[config.mk]
export PLATFORM = sky130hd
export DESIGN_NAME = soft_hard_delimiter_tokenizer_top
export DESIGN_NICKNAME = d
export VERILOG_FILES = /design/src/rtl/shdt_pkg.sv /design/src/rtl/shdt_front.sv /design/src/rtl/shdt_queue.sv /design/src/rtl/shdt_back.sv /design/src/rtl/soft_hard_delimiter_tokenizer_top.sv
export SDC_FILE = /design/constraint.sdc
export NUM_CORES = 2
export LEC_CHECK = 0
export BUFFER_PORTS_ARGS = -buffer_cell sky130_fd_sc_hd__buf_4
export CAP_MARGIN = 10
export CORE_MARGIN = 2
export CORE_UTILIZATION = 55
export CTS_CLUSTER_SIZE = 10
export DETAILED_ROUTE_END_ITERATION = 10
export PLACE_DENSITY = 0.72
export SETUP_SLACK_MARGIN = 0.15
export SLEW_MARGIN = 20
export SYNTH_ARGS = -nofsm -noshare
export SYNTH_HDL_FRONTEND = slang
export SYNTH_SLANG_ARGS = --single-unit
[constraint.sdc]
create_clock -name aclk -period 10.1 [get_ports aclk]
set_input_delay 2.02 -clock aclk [delete_from_list [all_inputs] [get_ports aclk]]
set_output_delay 2.02 -clock aclk [all_outputs]
set_load 0.1 [all_outputs]
[src/rtl/shdt_pkg.sv]
// ============================================================================
// shdt_pkg
// shared types, constants and helpers of the soft/hard delimiter tokenizer
// ============================================================================
`default_nettype none

package shdt_pkg;

    localparam int MAX_INPUT_LENGTH = 65536;
    localparam int CAP_INT = ((MAX_INPUT_LENGTH - 1) < 65535) ? (MAX_INPUT_LENGTH - 1) : 65535;
    localparam logic [15:0] COUNT_CAP = 16'(CAP_INT);

    localparam int CFG_INDEX_W = 3;
    localparam int CFG_DATA_W  = 64;

    localparam logic [CFG_INDEX_W-1:0] REG_SOFT_SET_0 = 3'd0;
    localparam logic [CFG_INDEX_W-1:0] REG_SOFT_SET_1 = 3'd1;
    localparam logic [CFG_INDEX_W-1:0] REG_SOFT_SET_2 = 3'd2;
    localparam logic [CFG_INDEX_W-1:0] REG_SOFT_SET_3 = 3'd3;
    localparam logic [CFG_INDEX_W-1:0] REG_HARD_SET_0 = 3'd4;
    localparam logic [CFG_INDEX_W-1:0] REG_HARD_SET_1 = 3'd5;
    localparam logic [CFG_INDEX_W-1:0] REG_HARD_SET_2 = 3'd6;
    localparam logic [CFG_INDEX_W-1:0] REG_HARD_SET_3 = 3'd7;

    localparam int QUEUE_DEPTH = 4;
    localparam int QUEUE_AW    = 2;
    localparam int OUT_DEPTH   = 4;
    localparam int OUT_AW      = 2;

    localparam int S_TDATA_W = 8;
    localparam int M_TDATA_W = 56;

    typedef enum logic [1:0] {
        CL_TOK  = 2'd0,
        CL_SOFT = 2'd1,
        CL_HARD = 2'd2
    } byte_class_t;

    typedef enum logic [3:0] {
        SS_LEAD  = 4'b0001,
        SS_TOKEN = 4'b0010,
        SS_DHEAD = 4'b0100,
        SS_DTAIL = 4'b1000
    } scan_state_t;

    typedef struct packed {
        byte_class_t cls;
        logic        last;
    } q_item_t;

    typedef struct packed {
        logic        final_token;
        logic        trailing_is_hard;
        logic        trailing_has_soft;
        logic        previous_is_hard;
        logic        previous_has_soft;
        logic [15:0] delimiter_length;
        logic [15:0] token_length;
        logic [15:0] token_offset;
    } result_t;

    typedef struct packed {
        logic            item_pop;
        logic [OUT_AW:0] out_count;
    } back_status_t;

    function automatic logic [15:0] sat_inc(input logic [15:0] v);
        return (v < COUNT_CAP) ? v + 16'd1 : COUNT_CAP;
    endfunction

endpackage

`default_nettype wire

[src/rtl/shdt_front.sv]
// ============================================================================
// shdt_front
// delimiter mask registers and per-byte classification
// ============================================================================
`default_nettype none

module shdt_front (
    input  wire logic                            aclk,
    input  wire logic                            aresetn,
    input  wire logic                            cfg_we,
    input  wire logic [shdt_pkg::CFG_INDEX_W-1:0] cfg_index,
    input  wire logic [shdt_pkg::CFG_DATA_W-1:0]  cfg_wdata,
    input  wire logic [7:0]                      byte_value,
    input  wire logic                            last_byte,
    output shdt_pkg::q_item_t                    item
);
    import shdt_pkg::*;

    logic [255:0] soft_mask_reg;
    logic [255:0] hard_mask_reg;

    always_ff @(posedge aclk) begin
        if (!aresetn) begin
            soft_mask_reg <= '0;
            hard_mask_reg <= '0;
        end else if (cfg_we) begin
            case (cfg_index)
                REG_SOFT_SET_0: soft_mask_reg[63:0]    <= cfg_wdata;
                REG_SOFT_SET_1: soft_mask_reg[127:64]  <= cfg_wdata;
                REG_SOFT_SET_2: soft_mask_reg[191:128] <= cfg_wdata;
                REG_SOFT_SET_3: soft_mask_reg[255:192] <= cfg_wdata;
                REG_HARD_SET_0: hard_mask_reg[63:0]    <= cfg_wdata;
                REG_HARD_SET_1: hard_mask_reg[127:64]  <= cfg_wdata;
                REG_HARD_SET_2: hard_mask_reg[191:128] <= cfg_wdata;
                REG_HARD_SET_3: hard_mask_reg[255:192] <= cfg_wdata;
                default: begin
                end
            endcase
        end
    end

    // hard wins over soft
    always_comb begin
        item.last = last_byte;
        if (hard_mask_reg[byte_value]) begin
            item.cls = CL_HARD;
        end else if (soft_mask_reg[byte_value]) begin
            item.cls = CL_SOFT;
        end else begin
            item.cls = CL_TOK;
        end
    end

endmodule

`default_nettype wire

[src/rtl/shdt_queue.sv]
// ============================================================================
// shdt_queue
// short queue of classified bytes between front and back
// ============================================================================
`default_nettype none

module shdt_queue (
    input  wire logic        aclk,
    input  wire logic        aresetn,
    input  wire logic        push,
    input  wire shdt_pkg::q_item_t push_item,
    output logic             full,
    input  wire logic        pop,
    output logic             valid,
    output shdt_pkg::q_item_t head_item
);
    import shdt_pkg::*;

    q_item_t               mem_reg [QUEUE_DEPTH];
    logic [QUEUE_AW-1:0]   wr_ptr_reg;
    logic [QUEUE_AW-1:0]   rd_ptr_reg;
    logic [QUEUE_AW:0]     count_reg;
    logic [QUEUE_AW:0]     count_next;

    assign full      = (count_reg == (QUEUE_AW+1)'(QUEUE_DEPTH));
    assign valid     = (count_reg != '0);
    assign head_item = mem_reg[rd_ptr_reg];

    always_comb begin
        count_next = count_reg;
        if (push && !pop) begin
            count_next = count_reg + 1'b1;
        end else if (!push && pop) begin
            count_next = count_reg - 1'b1;
        end
    end

    always_ff @(posedge aclk) begin
        if (push) begin
            mem_reg[wr_ptr_reg] <= push_item;
        end
    end

    always_ff @(posedge aclk) begin
        if (!aresetn) begin
            wr_ptr_reg <= '0;
            rd_ptr_reg <= '0;
            count_reg  <= '0;
        end else begin
            if (push) begin
                wr_ptr_reg <= wr_ptr_reg + 1'b1;
            end
            if (pop) begin
                rd_ptr_reg <= rd_ptr_reg + 1'b1;
            end
            count_reg <= count_next;
        end
    end

endmodule

`default_nettype wire

[src/rtl/shdt_back.sv]
// ============================================================================
// shdt_back
// scan state machine, token bookkeeping and result queue
// ============================================================================
`default_nettype none

module shdt_back (
    input  wire logic                         aclk,
    input  wire logic                         aresetn,
    input  wire logic                         q_valid,
    input  wire shdt_pkg::q_item_t            q_item,
    output logic                              q_pop,
    output shdt_pkg::back_status_t            status,
    output logic                              m_tvalid,
    input  wire logic                         m_tready,
    output logic [shdt_pkg::M_TDATA_W-1:0]    m_tdata,
    output logic                              m_tlast
);
    import shdt_pkg::*;

    scan_state_t state_reg, state_next;
    logic [15:0] pos_reg, pos_next;
    logic [15:0] start_reg, start_next;
    logic [15:0] len_reg, len_next;
    logic [15:0] dlen_reg, dlen_next;
    logic        cur_soft_reg, cur_soft_next;
    logic        cur_hard_reg, cur_hard_next;
    logic        prev_soft_reg, prev_soft_next;
    logic        prev_hard_reg, prev_hard_next;

    logic        emit_first;
    logic        emit_second;
    logic        stop;
    result_t     res_first;
    result_t     res_second;

    result_t           out_mem_reg [OUT_DEPTH];
    logic [OUT_AW-1:0] out_wr_reg;
    logic [OUT_AW-1:0] out_rd_reg;
    logic [OUT_AW:0]   out_count_reg;
    logic [OUT_AW:0]   out_count_next;
    logic [1:0]        push_count;
    logic              out_pop;
    result_t           head;

    assign q_pop = q_valid && (out_count_reg <= (OUT_AW+1)'(OUT_DEPTH - 2));
    assign status.item_pop  = q_pop;
    assign status.out_count = out_count_reg;

    always_comb begin
        state_next     = state_reg;
        pos_next       = pos_reg;
        start_next     = start_reg;
        len_next       = len_reg;
        dlen_next      = dlen_reg;
        cur_soft_next  = cur_soft_reg;
        cur_hard_next  = cur_hard_reg;
        prev_soft_next = prev_soft_reg;
        prev_hard_next = prev_hard_reg;
        emit_first     = 1'b0;
        emit_second    = 1'b0;
        stop           = 1'b0;
        res_first      = '0;
        res_second     = '0;

        if (q_pop) begin
            if (state_reg == SS_LEAD && q_item.cls == CL_SOFT) begin
                prev_soft_next = 1'b1;
                pos_next       = sat_inc(pos_reg);
            end else begin
                if (state_reg == SS_LEAD) begin
                    prev_hard_next = 1'b0;
                    start_next     = pos_reg;
                    len_next       = '0;
                    dlen_next      = '0;
                    cur_soft_next  = 1'b0;
                    cur_hard_next  = 1'b0;
                    state_next     = SS_TOKEN;
                end

                stop = (q_item.cls == CL_TOK && state_next != SS_TOKEN) ||
                       (q_item.cls == CL_HARD && state_next == SS_DTAIL);

                if (stop) begin
                    emit_first                  = 1'b1;
                    res_first.token_offset      = start_next;
                    res_first.token_length      = len_next;
                    res_first.delimiter_length  = dlen_next;
                    res_first.previous_has_soft = prev_soft_next;
                    res_first.previous_is_hard  = prev_hard_next;
                    res_first.trailing_has_soft = cur_soft_next;
                    res_first.trailing_is_hard  = cur_hard_next;
                    res_first.final_token       = 1'b0;
                    prev_soft_next = cur_soft_next;
                    prev_hard_next = cur_hard_next;
                    start_next     = pos_reg;
                    len_next       = '0;
                    dlen_next      = '0;
                    cur_soft_next  = 1'b0;
                    cur_hard_next  = 1'b0;
                    state_next     = SS_TOKEN;
                end

                case (q_item.cls)
                    CL_TOK: begin
                        len_next   = sat_inc(len_next);
                        state_next = SS_TOKEN;
                    end
                    CL_SOFT: begin
                        dlen_next     = sat_inc(dlen_next);
                        cur_soft_next = 1'b1;
                        state_next    = (state_next == SS_DTAIL) ? SS_DTAIL : SS_DHEAD;
                    end
                    CL_HARD: begin
                        dlen_next     = sat_inc(dlen_next);
                        cur_hard_next = 1'b1;
                        state_next    = SS_DTAIL;
                    end
                    default: begin
                        len_next   = sat_inc(len_next);
                        state_next = SS_TOKEN;
                    end
                endcase

                pos_next = sat_inc(pos_reg);

                if (q_item.last) begin
                    emit_second                  = 1'b1;
                    res_second.token_offset      = start_next;
                    res_second.token_length      = len_next;
                    res_second.delimiter_length  = dlen_next;
                    res_second.previous_has_soft = prev_soft_next;
                    res_second.previous_is_hard  = prev_hard_next;
                    res_second.trailing_has_soft = cur_soft_next;
                    res_second.trailing_is_hard  = cur_hard_next;
                    res_second.final_token       = 1'b1;
                end
            end

            // end of string brings everything back to the start
            if (q_item.last) begin
                state_next     = SS_LEAD;
                pos_next       = '0;
                start_next     = '0;
                len_next       = '0;
                dlen_next      = '0;
                cur_soft_next  = 1'b0;
                cur_hard_next  = 1'b0;
                prev_soft_next = 1'b0;
                prev_hard_next = 1'b0;
            end
        end
    end

    always_ff @(posedge aclk) begin
        if (!aresetn) begin
            state_reg     <= SS_LEAD;
            pos_reg       <= '0;
            start_reg     <= '0;
            len_reg       <= '0;
            dlen_reg      <= '0;
            cur_soft_reg  <= 1'b0;
            cur_hard_reg  <= 1'b0;
            prev_soft_reg <= 1'b0;
            prev_hard_reg <= 1'b0;
        end else begin
            state_reg     <= state_next;
            pos_reg       <= pos_next;
            start_reg     <= start_next;
            len_reg       <= len_next;
            dlen_reg      <= dlen_next;
            cur_soft_reg  <= cur_soft_next;
            cur_hard_reg  <= cur_hard_next;
            prev_soft_reg <= prev_soft_next;
            prev_hard_reg <= prev_hard_next;
        end
    end

    // result queue, up to two writes per cycle
    assign push_count = {1'b0, emit_first} + {1'b0, emit_second};
    assign m_tvalid   = (out_count_reg != '0);
    assign out_pop    = m_tvalid && m_tready;
    assign head       = out_mem_reg[out_rd_reg];

    always_comb begin
        out_count_next = out_count_reg + (OUT_AW+1)'(push_count);
        if (out_pop) begin
            out_count_next = out_count_next - 1'b1;
        end
    end

    always_ff @(posedge aclk) begin
        if (emit_first) begin
            out_mem_reg[out_wr_reg] <= res_first;
            if (emit_second) begin
                out_mem_reg[out_wr_reg + 1'b1] <= res_second;
            end
        end else if (emit_second) begin
            out_mem_reg[out_wr_reg] <= res_second;
        end
    end

    always_ff @(posedge aclk) begin
        if (!aresetn) begin
            out_wr_reg    <= '0;
            out_rd_reg    <= '0;
            out_count_reg <= '0;
        end else begin
            out_wr_reg    <= out_wr_reg + OUT_AW'(push_count);
            if (out_pop) begin
                out_rd_reg <= out_rd_reg + 1'b1;
            end
            out_count_reg <= out_count_next;
        end
    end

    assign m_tdata = {4'b0000,
                      head.trailing_is_hard,
                      head.trailing_has_soft,
                      head.previous_is_hard,
                      head.previous_has_soft,
                      head.delimiter_length,
                      head.token_length,
                      head.token_offset};
    assign m_tlast = head.final_token;

endmodule

`default_nettype wire

[src/rtl/soft_hard_delimiter_tokenizer_top.sv]
// ============================================================================
// soft_hard_delimiter_tokenizer_top
// splits a byte stream into tokens using soft and hard delimiter masks
// ============================================================================
// One byte is accepted per cycle while the byte queue has room. The front
// classes each byte against the soft and hard masks into a four-entry byte
// queue; the back runs the scan state machine on one queued byte per cycle
// while the result queue has room for two, writing results to a four-entry
// result queue, where they are valid on the master side. A closing byte that
// is also the last byte of a string gives two results, so the sustained rate
// is one byte per cycle as long as the output takes one result per cycle.
// Mask registers are written through the cfg port while no string is in
// flight; the user is bound to this, the block itself does not enforce it.
`default_nettype none

module soft_hard_delimiter_tokenizer_top (
    input  wire logic                             aclk,
    input  wire logic                             aresetn,
    input  wire logic                             cfg_we,
    input  wire logic [shdt_pkg::CFG_INDEX_W-1:0] cfg_index,
    input  wire logic [shdt_pkg::CFG_DATA_W-1:0]  cfg_wdata,
    input  wire logic                             s_tvalid,
    output logic                                  s_tready,
    input  wire logic [shdt_pkg::S_TDATA_W-1:0]   s_tdata,   // [7:0] byte_value
    input  wire logic                             s_tlast,   // last_byte
    output logic                                  m_tvalid,
    input  wire logic                             m_tready,
    // [15:0] token_offset, [31:16] token_length, [47:32] delimiter_length,
    // [48] previous_has_soft, [49] previous_is_hard, [50] trailing_has_soft,
    // [51] trailing_is_hard, [55:52] zero
    output logic [shdt_pkg::M_TDATA_W-1:0]        m_tdata,
    output logic                                  m_tlast    // final_token
);
    import shdt_pkg::*;

    q_item_t      front_item;
    q_item_t      head_item;
    logic         q_full;
    logic         q_valid;
    logic         q_pop;
    logic         q_push;
    back_status_t back_status;

    assign s_tready = !q_full;
    assign q_push   = s_tvalid && s_tready;

    shdt_front u_front (
        .aclk       (aclk),
        .aresetn    (aresetn),
        .cfg_we     (cfg_we),
        .cfg_index  (cfg_index),
        .cfg_wdata  (cfg_wdata),
        .byte_value (s_tdata),
        .last_byte  (s_tlast),
        .item       (front_item)
    );

    shdt_queue u_queue (
        .aclk      (aclk),
        .aresetn   (aresetn),
        .push      (q_push),
        .push_item (front_item),
        .full      (q_full),
        .pop       (q_pop),
        .valid     (q_valid),
        .head_item (head_item)
    );

    shdt_back u_back (
        .aclk     (aclk),
        .aresetn  (aresetn),
        .q_valid  (q_valid),
        .q_item   (head_item),
        .q_pop    (q_pop),
        .status   (back_status),
        .m_tvalid (m_tvalid),
        .m_tready (m_tready),
        .m_tdata  (m_tdata),
        .m_tlast  (m_tlast)
    );

    a_reset_empties_output: assert property (@(posedge aclk)
        !aresetn |=> !m_tvalid)
        else $error("result valid right after reset");

    a_pop_needs_item: assert property (@(posedge aclk) disable iff (!aresetn)
        q_pop |-> q_valid)
        else $error("queue popped while empty");

    a_pop_needs_room: assert property (@(posedge aclk) disable iff (!aresetn)
        back_status.item_pop |-> (back_status.out_count <= 3'(OUT_DEPTH - 2)))
        else $error("byte taken without room for two results");

    a_no_result_without_item: assert property (@(posedge aclk) disable iff (!aresetn)
        (back_status.out_count == '0 && !back_status.item_pop) |=> !m_tvalid)
        else $error("result appeared with no byte processed");

endmodule

`default_nettype wire

* After elaboration in Yosys (flattened, before gate mapping)
Memories as Yosys holds them, arrays and structs flattened. A register that Yosys moved wholly into a read port is not among the register bits. Cells that the tools add are included.
Operators by class: $add $sub $neg 13, multiply operators 0, div/mod/pow operators 0, $lt $le $gt $ge 5, equal/unequal tests 15, shifts and indexed selects 0, multiplexer cells 84, bitwise gates (word level) 1, reductions and logical operators 27
Operators with widths (number):
- two-way mux 16 bit | 22
- two-way mux 53 bit | 6
- two-way mux 52 bit | 1
- adder 16 x 1 -> 16 bit (second input constant) | 3
- less-than comparator 16 bit (second input constant) | 3
- two-way mux 4 bit | 9
- two-way mux 1 bit | 35
- AND reduction 2 bit | 9
- binary-select mux 1 bit (select 8 bit) | 2
- equality test 3 bit (second input constant) | 5
- two-way mux 2 bit | 5
- less-than comparator 8 x 9 -> 1 bit (second input constant) | 1
- two-way mux 3 bit | 3
- adder 2 x 1 -> 2 bit (second input constant) | 4
- equality test 4 bit (second input constant) | 2
- logical AND 1 bit | 8
- case mux 4 bit (2 select lines) | 1
- equality test 3 x 2 -> 1 bit (second input constant) | 2
- nonzero test 3 bit | 2
- subtractor 3 x 1 -> 3 bit (second input constant) | 2
- equality test 4 x 1 -> 1 bit (second input constant) | 1
- != test 4 x 2 -> 1 bit (second input constant) | 1
- adder 3 x 1 -> 3 bit (second input constant) | 1
- adder 3 x 2 -> 3 bit | 1
- other kinds (14) | 16
Storage, ports and cells: flip-flop bits (word level) 598, bits in latches 0, memory bits (writable) 224, bits in read-only memories 0, input port bits 81, output and inout port bits 59, word-level logic and storage cells 170, memories kept 2
Memory list:
- u_back.out_mem_reg | depth 4, width 53, rd ports 1, clocked after Yosys merged registers in 1, write ports 2, line shdt_back.sv:37 | result_t out_mem_reg [OUT_DEPTH];
- u_queue.mem_reg | depth 4, width 3, rd ports 1, clocked after Yosys merged registers in 1, write ports 1, line shdt_queue.sv:19 | q_item_t mem_reg [QUEUE_DEPTH];

* Logic depth before layout (Yosys ltp)
depth in word-level cells 17, gate-level depth with buffers 18, depth with buffers taken out 16

* Modules after synthesis
A second synthesis with hierarchy kept.
Unflattened totals: cells, all modules 4030, area, all modules 39312.7 µm²
By module, submodules not included:
- shdt_front | times used 1, cells an instance 2656, area each 23306.1 µm², sequential area each 10249.8 µm²
- shdt_back | times used 1, cells an instance 1314, area each 15122.0 µm², sequential area each 7987.7 µm²
- shdt_queue | times used 1, cells an instance 58, area each 874.6 µm², sequential area each 540.5 µm²
- soft_hard_delimiter_tokenizer_top | times used 1, cells an instance 2, area each 10.0 µm², sequential area each 0.0 µm²

* Worst setup path after synthesis
OpenSTA, ideal clock, no wires.
path kind register to register, from register (tool-made name), to memory u_back.out_mem_reg[1][0] (netlist bit) (enable), library setup time 0.540 ns, data arrival time 6.371 ns, required time 9.560 ns, path slack 3.189 ns, cell stages (with the launch flop) 13, buffers on the path 1, period minus slack after synthesis 6.911 ns, cell sequence dfxtp_1 mux4_2 inv_1 ha_1 nor4b_1 o21ai_2 nand2_1 nand3_1 inv_1 ha_1 clkbuf_1 nor2_1 nor3b_1
RTL lines (line):
- to (decl) | shdt_back.sv:37

==> results summary <==
The core region is 68600 um2. The depth of the critical timing path with buffers and inverters included came out at 12. The multiplexer share of the synthesized area is 11.5%. The height of the die came out at 267 um. The number of endpoints with negative hold slack in the final report is 0.

The worst max-slew margin expressed relative to the limit came out at 25.1%. In this run the static leakage power is approximately 14 nW. Setup repair after global routing left no endpoint under its margin. By startpoint and endpoint, the worst setup path is classified as register to register. The path type of the worst min-delay path is register to register. The area growth from synthesis to layout came out at 9.19%. The critical path goes through mux4_2 -> inv_1 -> ha_1 -> nor4b_1 -> o21ai_2 -> nand2_1 -> nand3_1 -> ha_1 -> or3_1 -> nor2_2 -> o21ai_1 -> o21ai_1. The largest clock skew in the final design came out at 0.0249 ns. The post-CTS resize count is 0. Together, buffers and inverters on the worst path number 1. The fraction of registers with async set or reset after synthesis is 0%.

For this block, the initial DRC count from the detailed router was 3720. The internal cell power came out at 0.00613 W. The final-stage net count is 4170. The data required time at the worst endpoint is 10.57 ns. The setup slack of the worst register-to-register path is ~4.7 ns. At the pin with the least slew margin, the transition time is 1.12 ns.

The maximum root-to-sink buffer count came out at 3. The via count came out at 31003. The root buffer cell chosen for the clock tree is clkbuf_16.

The clock-pin transition on the worst setup and hold timing paths came out at around 0.06 ns. In this run the power density over the cells is 238 nW/um2. Of the available clock period, the critical path in the final layout requires 53.6%.

The most area-hungry cell type in the Yosys netlist is dfxtp_1. The yosys synthesis warning count came out at 0. The number of DRC violations after detailed routing is 0. The area used by multi-input combinational logic is 17600 um2.

In the layout the commonest cells are 1235 x nand2_1, 689 x a21oi_1, 600 x dfxtp_1. The worst vdd rail ir drop is around 0.00024 V. The reg-to-reg critical path endpoint is u_back.out_mem_reg[2][40]$_DFFE_PP_. The sort of element at the start of the critical path is a register. The switching part of the total is 38.1%. The count of buffers added on input and output ports is ~140.

The number of clock sinks is 826. The number of detailed-routing iterations run before antenna repair is 7. The largest single stage delay on the critical path is between 0.9 and 1 ns.

The total overflow left after global routing is 0. The flow ran to the end, and the final reports show no timing, DRC or antenna violations. Of the total synthesized cell area, the portion taken by XOR and XNOR cells is 0.414%. The switching component of the power came out at 0.00377 W. The synthesized netlist cell count is roughly 4200. After clock tree synthesis, the flow added hold-fix buffers numbering 0. The floorplan die width is 267 um. Registers are responsible for 38.6% of the overall power. The wire-length estimate of the detail-placed layout is 65300 um. Per report_power, the combinational group accounts for a little under a third of the total.

The number of cells on the worst hold path is 2. The number of antenna violations at the first check in global routing came out at 1. In the final routed layout, each cell accounts on average for around 21 um. The post-synthesis average cell area is 9.07 um2. The residual antenna-violating net count after detailed routing came out at 0. The routed via count divided by cell count is around 6.2. The sequential fraction of the synthesis area is about half. In this run the biggest area consumer among cell types represents 31.6% of the synthesized area. The slowest stage of the critical path is the nor2_2 cell.

The first global-routing pass estimated 167000 um of wire. The clock network latency to the later pin of the worst-skew pair is around 0.65 ns. STA classifies the critical path endpoint as a register. Once the floorplan was initialized, standard cells occupied 55.5% of the core. The tool flagged a number of max-cap violations equal to 0. Adding up every negative setup slack in the final design gives 0 ns. The count of final setup violators is 0. The total track usage is slightly below 30%. The count of cell types in the netlist came out at 89. The mapped cell area is 38100 um2. The floorplan step defined a die boundary enclosing about 70000 um2. The number of global-route vias before repair is ~29000. The minimum clock period after layout is 5.42 ns.

The family with the most delay on the worst path is simple AND/OR/NAND/NOR gates. The largest fanout of any net on the critical path is 26. The synthesized flop and latch total is 826.

The total routed wirelength came out at 107000 um. The final number of max-transition violations was 0. The placer congestion estimate came out at around 0.89.

Static timing analysis puts the maximum clock frequency at ~180 MHz. The number of synthesized flops with an enable pin is 224. The layout cell share with drive strength beyond 1 is 12.4%. The combinational family with the most area after synthesis is simple AND/OR/NAND/NOR gates.

The cell count of the worst reg-to-reg path is 12. Following the worst setup path forward leads to its endpoint at u_back.out_mem_reg[2][40]$_DFFE_PP_. The number of CTS-inserted buffers came out at between 90 and 100. The clock network is responsible for 30.5% of the overall power. The power consumption is between 0.009 and 0.01 W. In the post-synthesis netlist, the biggest area contributors are dfxtp_1 32%, edfxtp_1 18%, nand2_1 12%, mux4_2 9.8%, a21oi_1 9.1%.

The floorplan has between 90 and 100 rows. Of the total synthesized cell area, the portion taken by full adders, half adders and majority gates is less than 1%. The combined flip-flop and latch cell area is 18800 um2. The total of fill cells in the finished design came out at 5788. The most common cell after layout, fill and taps aside is nand2_1. The final antenna diode count came out at 0. The setup fix buffers added after clock tree synthesis is 0. 140 I/O pins were placed.

The data arrival at the endpoint of the critical path is ~6 ns. After Yosys synthesis, and, or, nand and nor cells account for 17.3% of the synthesized area. For this run, the leading register cell type out of synthesis is dfxtp_1. The synthesized netlist devotes 15.9% of its cell area to compound gates.

TritonCTS built the clock tree. The count of H-tree levels built during CTS is 3. Entering global routing, the biggest net connects 154 pins.
## worst min path at each step
stage                                            startpoint                                       to  slack (ns)
finish               u_front.hard_mask_reg[70]$_SDFFE_PN0P_   u_front.hard_mask_reg[70]$_SDFFE_PN0P_        0.45
global route         u_front.hard_mask_reg[10]$_SDFFE_PN0P_   u_front.hard_mask_reg[10]$_SDFFE_PN0P_        0.47
CTS                  u_front.hard_mask_reg[70]$_SDFFE_PN0P_   u_front.hard_mask_reg[70]$_SDFFE_PN0P_        0.45
detailed placement   u_front.hard_mask_reg[62]$_SDFFE_PN0P_   u_front.hard_mask_reg[62]$_SDFFE_PN0P_        0.44
global placement    u_front.soft_mask_reg[242]$_SDFFE_PN0P_  u_front.soft_mask_reg[242]$_SDFFE_PN0P_        0.44
floorplan           u_front.hard_mask_reg[106]$_SDFFE_PN0P_  u_front.hard_mask_reg[106]$_SDFFE_PN0P_        0.43
## worst register-to-register path: cells and delay by family (launching register included)
| family | cells | cell delay [ns] |
|---|---|---|
| muxes | 1 | 0.55 |
| DFF | 1 | 0.41 |
| AOI/OAI and AO/OA | 3 | 0.55 |
| and+or+nand+nor | 5 | 2.78 |
| adders and majority gates | 2 | 0.87 |
| buffers and inverters | 1 | 0.09 |
## per-stage QoR
stage,utilization [%],area (um2),hold WS [ns],std cells,worst slack (ns)
global placement,56.9,39000,0.438,4906,4.12
CTS,60.6,41600,0.450,5041,4.71
detailed placement,56.9,39000,0.443,4906,4.04
floorplan,-,38100,0.433,4201,3.19
global route,60.6,41600,0.468,5041,4.43
finish,60.6,41600,0.450,5041,4.68
## power groups by stage
stage,Combinational (W),Clock [W],Sequential [W]
floorplan,0.00238,0,0.00382
CTS,0.00306,0.00305,0.00382
finish,0.00306,0.00302,0.00382
global placement,0.00304,0,0.00388
global route,0.00322,0.00317,0.00384
detailed placement,0.00306,0,0.00389
## per-layer routing
| layer | GRT usage [%] | part of all wire, % | wire [um] |
|---|---|---|---|
| met1 | 39.5 | 40 | 43000 |
| met4 | 11.4 | 3.8 | 4100 |
| met2 | 49.6 | 48 | 51800 |
| met5 | 0 | 0.010 | 11 |
| met3 | 4.07 | 7.9 | 8510 |
## synthesized netlist by cell type, types with 6 or more instances
cell      number
buf_4         18
nor4_1        10
nor2b_1       10
mux4_2       165
and3_1        14
nand2b_1      16
nor2_1       179
buf_1         13
inv_1         17
o22ai_1       53
nand2_1     1239
a22o_1        36
nor3_1        28
o21ai_0       93
a21oi_1      689
clkbuf_1     269
a211oi_1       6
nand3_1       40
or3_1          7
xnor2_1       10
dfxtp_1      602
a32o_1        22
and2_1        14
and4_1         6
o221ai_1      24
a22oi_1       35
mux2i_1       67
edfxtp_1     224
nand4_1       14
xor2_1         8
buf_2         37
buf_6          8
clkbuf_2      63
a31oi_1        9
nand3b_1       6
ha_1          16
o21ai_1       35
## cells by family (layout without fill, tap and decap cells)
kind of cell               count (synthesis)  in the layout
and+or+nand+nor                         1613           1613
AOI/OAI and AO/OA                       1058           1058
DFF                                      826            826
buffers and inverters                    431            340
muxes                                    233            233
adders and majority gates                 18             18
xor gates and xnor gates                  18             18
other                                      1              4
## area by class of cell
cell class	count	share of cell area, %
Multi-Input combinational cell	2944	42.3
Timing Repair Buffer	182	3.30
Tap cell	931	2.80
Clock buffer	130	6.08
Sequential cell	826	45.2
Clock inverter	5	0.156
Inverter	23	0.226
No activity file was read; power rests on OpenSTA's default activity.
